$ cat src/hw/rtl/rtcs_pkg.sv
// ----------------------------------------------------------------------------
// rtcs_pkg
// Shared types and constants of the three-wire RTC time sequencer.
// ----------------------------------------------------------------------------
package rtcs_pkg;

	// func codes on the input stream
	localparam logic [1:0] FUNC_TICK = 2'd0;
	localparam logic [1:0] FUNC_SET  = 2'd1;
	localparam logic [1:0] FUNC_GET  = 2'd2;

	localparam int NUM_TIME_REGS = 7;

	// register addresses on the serial bus
	localparam logic [7:0] ADDR_WP      = 8'h8E;
	localparam logic [3:0] ADDR_HI      = 4'h8;
	localparam logic [7:0] WP_OFF       = 8'h00;
	localparam logic [7:0] WP_ON        = 8'h80;

	localparam logic [3:0] SET_TXN_COUNT = 4'd9;
	localparam logic [3:0] GET_TXN_COUNT = 4'd7;

	// classified word kinds
	typedef enum logic [1:0] {
		KIND_TICK,
		KIND_SET,
		KIND_GET
	} kind_t;

	typedef enum logic [1:0] {
		MODE_IDLE,
		MODE_SET,
		MODE_GET
	} mode_t;

	typedef logic [NUM_TIME_REGS-1:0][7:0] time_bytes_t;

	// one queued word: kind, sampled pin, and register bytes ready to send
	typedef struct packed {
		kind_t       kind;
		logic        dat;
		time_bytes_t wbytes;
	} entry_t;

endpackage

$ cat src/hw/rtl/rtcs_front.sv
// ----------------------------------------------------------------------------
// rtcs_front
// Classifies input words and converts set-time values to register bytes.
// ----------------------------------------------------------------------------
module rtcs_front
	import rtcs_pkg::*;
(
	input  logic [47:0] in_data,
	input  logic [1:0]  in_func,
	output entry_t      entry
);

	function automatic logic [7:0] to_bcd(input logic [6:0] v);
		logic [6:0]  x;
		logic [14:0] prod;
		logic [3:0]  tens;
		logic [6:0]  ones;
		x    = (v > 7'd99) ? 7'd99 : v;
		prod = 15'(x) * 15'd205;
		tens = prod[14:11];
		ones = x - 7'(tens) * 7'd10;
		return {tens, ones[3:0]};
	endfunction

	always_comb begin
		case (in_func)
			FUNC_SET: entry.kind = KIND_SET;
			FUNC_GET: entry.kind = KIND_GET;
			default:  entry.kind = KIND_TICK;
		endcase
		entry.dat       = in_data[0];
		entry.wbytes[0] = to_bcd(in_data[7:1]);
		entry.wbytes[1] = to_bcd(in_data[14:8]);
		entry.wbytes[2] = to_bcd(in_data[21:15]);
		entry.wbytes[3] = to_bcd(in_data[28:22]);
		entry.wbytes[4] = to_bcd(in_data[35:29]);
		entry.wbytes[5] = {5'd0, in_data[45:43]};
		entry.wbytes[6] = to_bcd(in_data[42:36]);
	end

endmodule

$ cat src/hw/rtl/rtcs_queue.sv
// ----------------------------------------------------------------------------
// rtcs_queue
// Short FIFO of classified words between the front and the sequencer.
// ----------------------------------------------------------------------------
module rtcs_queue
	import rtcs_pkg::*;
#(
	parameter int DEPTH = 4
) (
	input  logic   clk,
	input  logic   arst_n,
	input  logic   push,
	input  entry_t push_entry,
	output logic   full,
	input  logic   pop,
	output logic   empty,
	output entry_t head
);

	localparam int AW = (DEPTH > 1) ? $clog2(DEPTH) : 1;
	localparam int CW = $clog2(DEPTH + 1);
	localparam logic [AW-1:0] LAST = AW'(DEPTH - 1);
	localparam logic [CW-1:0] FULLC = CW'(DEPTH);

	entry_t        mem_q [DEPTH];
	logic [AW-1:0] wr_ptr_q, rd_ptr_q;
	logic [CW-1:0] count_q;

	assign full  = (count_q == FULLC);
	assign empty = (count_q == '0);
	assign head  = mem_q[rd_ptr_q];

	always_ff @(posedge clk) begin
		if (push) begin
			mem_q[wr_ptr_q] <= push_entry;
		end
	end

	always_ff @(posedge clk or negedge arst_n) begin
		if (!arst_n) begin
			wr_ptr_q <= '0;
			rd_ptr_q <= '0;
			count_q  <= '0;
		end else begin
			if (push) begin
				wr_ptr_q <= (wr_ptr_q == LAST) ? '0 : wr_ptr_q + 1'b1;
			end
			if (pop) begin
				rd_ptr_q <= (rd_ptr_q == LAST) ? '0 : rd_ptr_q + 1'b1;
			end
			case ({push, pop})
				2'b10:   count_q <= count_q + 1'b1;
				2'b01:   count_q <= count_q - 1'b1;
				default: count_q <= count_q;
			endcase
		end
	end

endmodule

$ cat src/hw/rtl/rtcs_back.sv
// ----------------------------------------------------------------------------
// rtcs_back
// Pin sequencer: runs write and read transactions one pin step per word.
// ----------------------------------------------------------------------------
module rtcs_back
	import rtcs_pkg::*;
(
	input  logic        clk,
	input  logic        arst_n,
	input  logic        q_empty,
	input  entry_t      q_head,
	output logic        q_pop,
	output logic        out_valid,
	input  logic        out_ready,
	output logic [63:0] out_data
);

	function automatic logic [7:0] from_bcd(input logic [7:0] b);
		return {b[7:4], 3'b000} + {3'b000, b[7:4], 1'b0} + {4'h0, b[3:0]};
	endfunction

	mode_t       mode_q, mode_n, mode_e;
	logic [3:0]  txn_q, txn_n, txn_e, txn_inc, txn_m1;
	logic [5:0]  tick_q, tick_n, tick_e;
	logic [7:0]  shift_q, shift_n, shift_b, addr, wdata;
	time_bytes_t wbytes_q, rbytes_q;
	logic        wcap, rwe, active, high;
	logic        ce, sclk, dout, drive, valid;
	logic [55:0] tfields;
	logic        vld_q;
	logic [63:0] data_q;

	assign q_pop     = !q_empty && (!vld_q || out_ready);
	assign out_valid = vld_q;
	assign out_data  = data_q;

	always_comb begin
		mode_e  = mode_q;
		txn_e   = txn_q;
		tick_e  = tick_q;
		wcap    = 1'b0;
		active  = 1'b1;
		rwe     = 1'b0;
		ce      = 1'b0;
		sclk    = 1'b0;
		dout    = 1'b0;
		drive   = 1'b0;
		valid   = 1'b0;
		tfields = '0;
		if (mode_q == MODE_IDLE) begin
			case (q_head.kind)
				KIND_SET: begin
					mode_e = MODE_SET;
					wcap   = 1'b1;
				end
				KIND_GET: mode_e = MODE_GET;
				default:  active = 1'b0;
			endcase
			txn_e  = '0;
			tick_e = '0;
		end
		mode_n  = mode_e;
		txn_n   = txn_e;
		tick_n  = tick_e;
		txn_inc = txn_e + 1'b1;
		txn_m1  = txn_e - 1'b1;

		// transaction address and write data
		if (mode_e == MODE_GET) begin
			addr = {ADDR_HI, txn_e[2:0], 1'b1};
		end else if (txn_e == '0 || txn_e[3]) begin
			addr = ADDR_WP;
		end else begin
			addr = {ADDR_HI, txn_m1[2:0], 1'b0};
		end
		if (txn_e == '0) begin
			wdata = WP_OFF;
		end else if (txn_e[3]) begin
			wdata = WP_ON;
		end else begin
			wdata = wbytes_q[txn_m1[2:0]];
		end

		high    = !tick_e[0];
		shift_b = (tick_e == '0) ? addr : shift_q;
		shift_n = shift_q;

		if (active) begin
			if (!tick_e[5]) begin
				shift_n = shift_b;
				ce      = 1'b1;
				sclk    = high;
				if (!tick_e[4] || mode_e == MODE_SET) begin
					drive = 1'b1;
					dout  = shift_b[0];
					if (!high) begin
						shift_n = (tick_e == 6'd15 && mode_e == MODE_SET) ? wdata
							: {1'b0, shift_b[7:1]};
					end
				end else begin
					// capture read bit at the MSB on the clock-high step
					if (high) begin
						shift_n = {q_head.dat, shift_b[7:1]};
					end
					rwe = (tick_e == 6'd31) && (txn_e < GET_TXN_COUNT);
				end
				tick_n = tick_e + 1'b1;
			end else begin
				txn_n  = txn_inc;
				tick_n = '0;
				if (txn_inc >= ((mode_e == MODE_SET) ? SET_TXN_COUNT : GET_TXN_COUNT)) begin
					if (mode_e == MODE_GET) begin
						valid   = 1'b1;
						tfields = {from_bcd(rbytes_q[6]), rbytes_q[5],
							from_bcd(rbytes_q[4]), from_bcd(rbytes_q[3]),
							from_bcd(rbytes_q[2]), from_bcd(rbytes_q[1]),
							from_bcd(rbytes_q[0])};
					end
					mode_n = MODE_IDLE;
					txn_n  = '0;
				end
			end
		end
	end

	always_ff @(posedge clk or negedge arst_n) begin
		if (!arst_n) begin
			mode_q  <= MODE_IDLE;
			txn_q   <= '0;
			tick_q  <= '0;
			shift_q <= '0;
			vld_q   <= 1'b0;
		end else begin
			if (q_pop) begin
				mode_q  <= mode_n;
				txn_q   <= txn_n;
				tick_q  <= tick_n;
				shift_q <= shift_n;
				vld_q   <= 1'b1;
			end else if (out_ready) begin
				vld_q <= 1'b0;
			end
		end
	end

	always_ff @(posedge clk) begin
		if (q_pop) begin
			data_q <= {3'b000, tfields, valid, drive, dout, sclk, ce};
			if (wcap) begin
				wbytes_q <= q_head.wbytes;
			end
			if (rwe) begin
				rbytes_q[txn_e[2:0]] <= shift_b;
			end
		end
	end

endmodule

$ cat src/hw/rtl/rtc_three_wire_time_sequencer.sv
// ----------------------------------------------------------------------------
// rtc_three_wire_time_sequencer
// Three-wire serial RTC master: sets and reads the time, one pin step a word.
// ----------------------------------------------------------------------------
// Channel   Dir  Handshake              Contents
// s_axis    in   s_axis_tvalid/tready   tick, set-time or get-time word
// m_axis    out  m_axis_tvalid/tready   pin levels and decoded time
//
// Every input word yields exactly one output word. Throughput is one word
// per cycle while the output is ready; words pass the queue and output register.
// A set-time run takes 9 x 33 words, a get-time run 7 x 33 words.
// Reset clears the sequencer state, the queue pointers and the output valid flag.
// The queue absorbs up to QUEUE_DEPTH words while the output side stalls.
// ----------------------------------------------------------------------------
module rtc_three_wire_time_sequencer
	import rtcs_pkg::*;
#(
	parameter int QUEUE_DEPTH = 4
) (
	input  logic        clk,
	input  logic        arst_n,
	input  logic        s_axis_tvalid,
	output logic        s_axis_tready,
	// sampled_dat, seconds_in, minutes_in, hours_in, day_in, month_in, year_in,
	// weekday_in, zero fill
	input  logic [47:0] s_axis_tdata,
	// func
	input  logic [1:0]  s_axis_tuser,
	output logic        m_axis_tvalid,
	input  logic        m_axis_tready,
	// ce_pin, sclk_pin, dat_out, dat_drive, time_valid, seconds_out,
	// minutes_out, hours_out, day_out, month_out, weekday_out, year_out,
	// zero fill
	output logic [63:0] m_axis_tdata
);

	entry_t front_entry, head;
	logic   full, empty, push, pop;

	assign s_axis_tready = !full;
	assign push          = s_axis_tvalid && !full;

	rtcs_front u_front (
		.in_data (s_axis_tdata),
		.in_func (s_axis_tuser),
		.entry   (front_entry)
	);

	rtcs_queue #(
		.DEPTH (QUEUE_DEPTH)
	) u_queue (
		.clk        (clk),
		.arst_n     (arst_n),
		.push       (push),
		.push_entry (front_entry),
		.full       (full),
		.pop        (pop),
		.empty      (empty),
		.head       (head)
	);

	rtcs_back u_back (
		.clk       (clk),
		.arst_n    (arst_n),
		.q_empty   (empty),
		.q_head    (head),
		.q_pop     (pop),
		.out_valid (m_axis_tvalid),
		.out_ready (m_axis_tready),
		.out_data  (m_axis_tdata)
	);

endmodule
$ cat config.mk
export PLATFORM = sky130hd
export DESIGN_NAME = rtc_three_wire_time_sequencer
export DESIGN_NICKNAME = d
export VERILOG_FILES = /design/src/hw/rtl/rtcs_pkg.sv /design/src/hw/rtl/rtcs_front.sv /design/src/hw/rtl/rtcs_queue.sv /design/src/hw/rtl/rtcs_back.sv /design/src/hw/rtl/rtc_three_wire_time_sequencer.sv
export SDC_FILE = /design/constraint.sdc
export NUM_CORES = 1
export LEC_CHECK = 0
export BUFFER_PORTS_ARGS = -buffer_cell sky130_fd_sc_hd__buf_2
export CORE_MARGIN = 2
export CORE_UTILIZATION = 51
export DETAILED_ROUTE_END_ITERATION = 6
export PLACE_DENSITY_LB_ADDON = 0.08
export SETUP_SLACK_MARGIN = 0.15
export SYNTH_ARGS = -nofsm -noshare
export SYNTH_HDL_FRONTEND = slang
export SYNTH_SLANG_ARGS = --single-unit
$ cat constraint.sdc
create_clock -name clk -period 14.1 [get_ports clk]
set_input_delay 0.705 -clock clk [delete_from_list [all_inputs] [get_ports clk]]
set_output_delay 0.705 -clock clk [all_outputs]
set_load 0.02 [all_outputs]
==> impl_metrics.ini <==
[global_route]
overflow = 0
grt_pass1_vias = 13260
antenna_found_initial = 0
grt.total_usage = 0.1865
grt_first_pass_wirelength_um = 69580
grt_max_degree = 74

[clock_network]
hold_buffers = 0
cts_tree = built
ctsResizeCount = 0
clk_pin_slew_worst_paths_ns = 0.06
clock_sinks = 412
clock_path_buffers = 3
cts_root_buf = clkbuf_16
cts_htree_levels = 2
clkLatencyLatePin_ns = 0.57
cts_buffers = 42
post_cts_buffers = 0

[worst_setup_path]
crit_path_end_kind = register
worstPathArrival_ns = 6.09
crit_fanout = 7
critical_path_required_ns = 14.46
start_kind = input pin
path_class = input pin to register

[outcome]
outcome = completed

[power_and_ir_drop]
p_leak_uw = 0.01063
p_per_area_mw_per_mm2 = 181.4
vdd_ir_drop_max_mv = 0.1129

[sta]
finalSetupViolCount = 0
rsz0062_at_grt = no
slew_headroom = 0.2263
tightest_slew_ns = 1.152
fmax_mhz = 174.5
fin_setup_tns_ns = 0
final-max-slew-violation-count = 0
clock_skew_ns = 0.02774
finalHoldViolations = 0
min_period_ns = 5.732
period_share = 0.4065

[logic_synthesis]
synthTopCellsByCount = 384 x edfxtp_1, 257 x ha_1, 193 x inv_1
netlist_area_sq_mm = 0.02329
syn_inst = 1657
ys_seq_area_frac = 0.5251
synth.distinct_cells = 101
synth_top_area_frac = 0.4951
ys_ff_latch = 412
ys_async_sr_fraction = 0.06796
synth_most_common_cell = edfxtp_1
synth-edff-count = 384
yosys_warnings = 0
avgSynthCellArea_sq_um = 14.06
synth_area_leaders = edfxtp_1 50%, ha_1 14%, mux4_2 6.0%, fa_1 5.8%, inv_1 3.1%
yosys.area.top_type = edfxtp_1
synth-main-ff-cell = edfxtp_1

[cells_and_area]
multiInputGateArea_sq_mm = 0.01000
n_fill_cell = 3642
area_growth_pct = 10.61
postLayoutCellArea_sq_mm = 0.02576
drive_gt1_frac = 0.1699
antenna_cells = 0
register_area_sq_mm = 0.01224
final_nets = 2152

[floorplan]
die_h_um = 217.7
io_pins = 120
fp-row-count = 78
fp.dieW_um = 217.7
start_util = 0.5155
core_area_sq_mm = 0.04519
die_area_sq_mm = 0.04740

[detailed_routing]
num_vias = 13110
viasPerCell = 5.446
drc = 0
ant_nets = 0
wirelength_um = 42330
drt_pre_antenna_iters = 5
met2_length_um = 20840
wl_per_cell_um = 17.58
wl_met3_um = 1412
wl_met1_um = 19220
highest_layer = met4
drtIter0Drc = 845

[min_path]
min_path_type = input pin to asynchronous set/reset pin

[placement]
io_buffers = 114
routabilityCongestion = 0.8494
dpl_cell_area_sq_mm = 0.02440
place_hpwl_um = 30020

[run]
cap_violations = 0
metrics by stage:
step / util / total power (uW) / cells / hold slack, ns / setup slack, ns
finish: 0.5702 / 4673 / 2407 / 0.1840 / 8.368
global route: 0.5702 / 4983 / 2407 / 0.2245 / 8.128
CTS: 0.5702 / 4742 / 2407 / 0.1858 / 8.454
detailed placement: 0.5401 / 3652 / 2330 / 0.4747 / 7.860
global placement: 0.5401 / 3601 / 2330 / 0.4665 / 7.954
floorplan: - / 3180 / 1659 / 0.4094 / 8.625
sequential cells by signal, summed over array words and instances, names as in the netlist:
signal	cells
u_back.shift_q	8
u_back.tick_q	6
u_back.rbytes_q	56
u_queue.rd_ptr_q	2
u_back.out_valid	1
u_back.wbytes_q	51
u_back.mode_q	2
u_queue.mem_q	216
u_back.out_data	61
u_queue.wr_ptr_q	2
u_queue.count_q	3
u_back.txn_q	4
power breakdown:
| group | internal (uW) | total [uW] | switching (uW) | leakage [uW] |
|---|---|---|---|---|
| clock network | 626 | 1080 | 452 | 0.000659 |
| registers | 1820 | 1920 | 104 | 0.00390 |
| logic | 657 | 1670 | 1010 | 0.00607 |
final cells by class:
| cell class | count | area share |
|---|---|---|
| flip-flops and latches | 412 | 0.4750 |
| multi-input cells | 993 | 0.3883 |
| clock buffers | 55 | 0.04546 |
| inverters | 199 | 0.02919 |
| well taps | 600 | 0.02914 |
| repair buffers | 126 | 0.02564 |
| clock inverters | 22 | 0.007333 |
per-layer routing:
layer	up-vias	track usage
li1	6321	-
met2	230	0.3166
met4	0	0.05000
met1	6509	0.2511
met5	-	0
met3	49	0.02873
cells by family (layout without fill, tap and decap cells):
kind of cell	after synthesis	in the layout	synth area share
XOR/XNOR	64	64	0.02605
buffers and inverters	254	402	0.04620
AND/OR/NAND/NOR	316	316	0.07354
adder cells (fa/ha/maj)	324	324	0.1956
other	1	3	0.0001610
multiplexers	79	79	0.06817
flip-flops	412	412	0.5251
AO/OA/AOI/OAI	207	207	0.06511
worst max-delay path, cell delays in order:
cell and delay, ns:
buf_2 0.14, nand2_1 0.17, and2_1 0.27, ha_1 0.31
ha_1 0.29, fa_1 0.51, inv_1 0.05, fa_1 0.50
inv_1 0.04, ha_1 0.29, and2_1 0.16, a41o_1 0.26
a311oi_1 0.42, o21ai_0 0.14, o211a_1 0.16, o311ai_0 0.62
fa_1 0.31, xor2_1 0.17, xnor3_1 0.24, xor2_1 0.29
layout by cell type, fill, tap and decap left out, types with 5 or more instances in the layout:
cell type,count
a22o_1,6
nand3b_1,7
nand3_1,15
buf_4,12
mux4_2,62
xor2_1,25
edfxtp_1,384
nor4_1,6
mux2i_1,12
nor3_1,29
a21o_1,25
o21ai_0,39
ha_1,257
o211ai_1,8
o31ai_1,5
nor2_1,65
buf_2,114
dfrtp_1,26
o21a_1,6
and3_1,8
clkbuf_16,43
nor2b_1,18
nand2_1,49
inv_2,6
a211oi_1,8
fa_1,67
a41oi_1,5
and3_2,5
a21oi_1,36
xnor2_1,36
clkbuf_1,7
nand2b_1,13
and2_1,59
a2111oi_0,5
clkinv_1,10
inv_1,192
or2_2,11
clkbuf_8,5
a31oi_1,9
final timing paths:
check,startpoint,end,slack [ns],depth (start not counted)
hold reg to reg,u_queue.count_q[1],u_back.out_valid,0.49,2
max in group asynchronous,arst_n,u_queue.rd_ptr_q[0],13.40,1
setup / recovery,s_axis_tdata[20],u_queue.mem_q[2][19],8.37,20
min in group clk,s_axis_tdata[0],u_queue.mem_q[1][51],0.37,1
setup reg to reg,u_queue.rd_ptr_q[1],u_back.out_data[6],9.53,13
hold / removal,arst_n,u_back.out_valid,0.18,1
No activity file was read; power rests on OpenSTA's default activity.
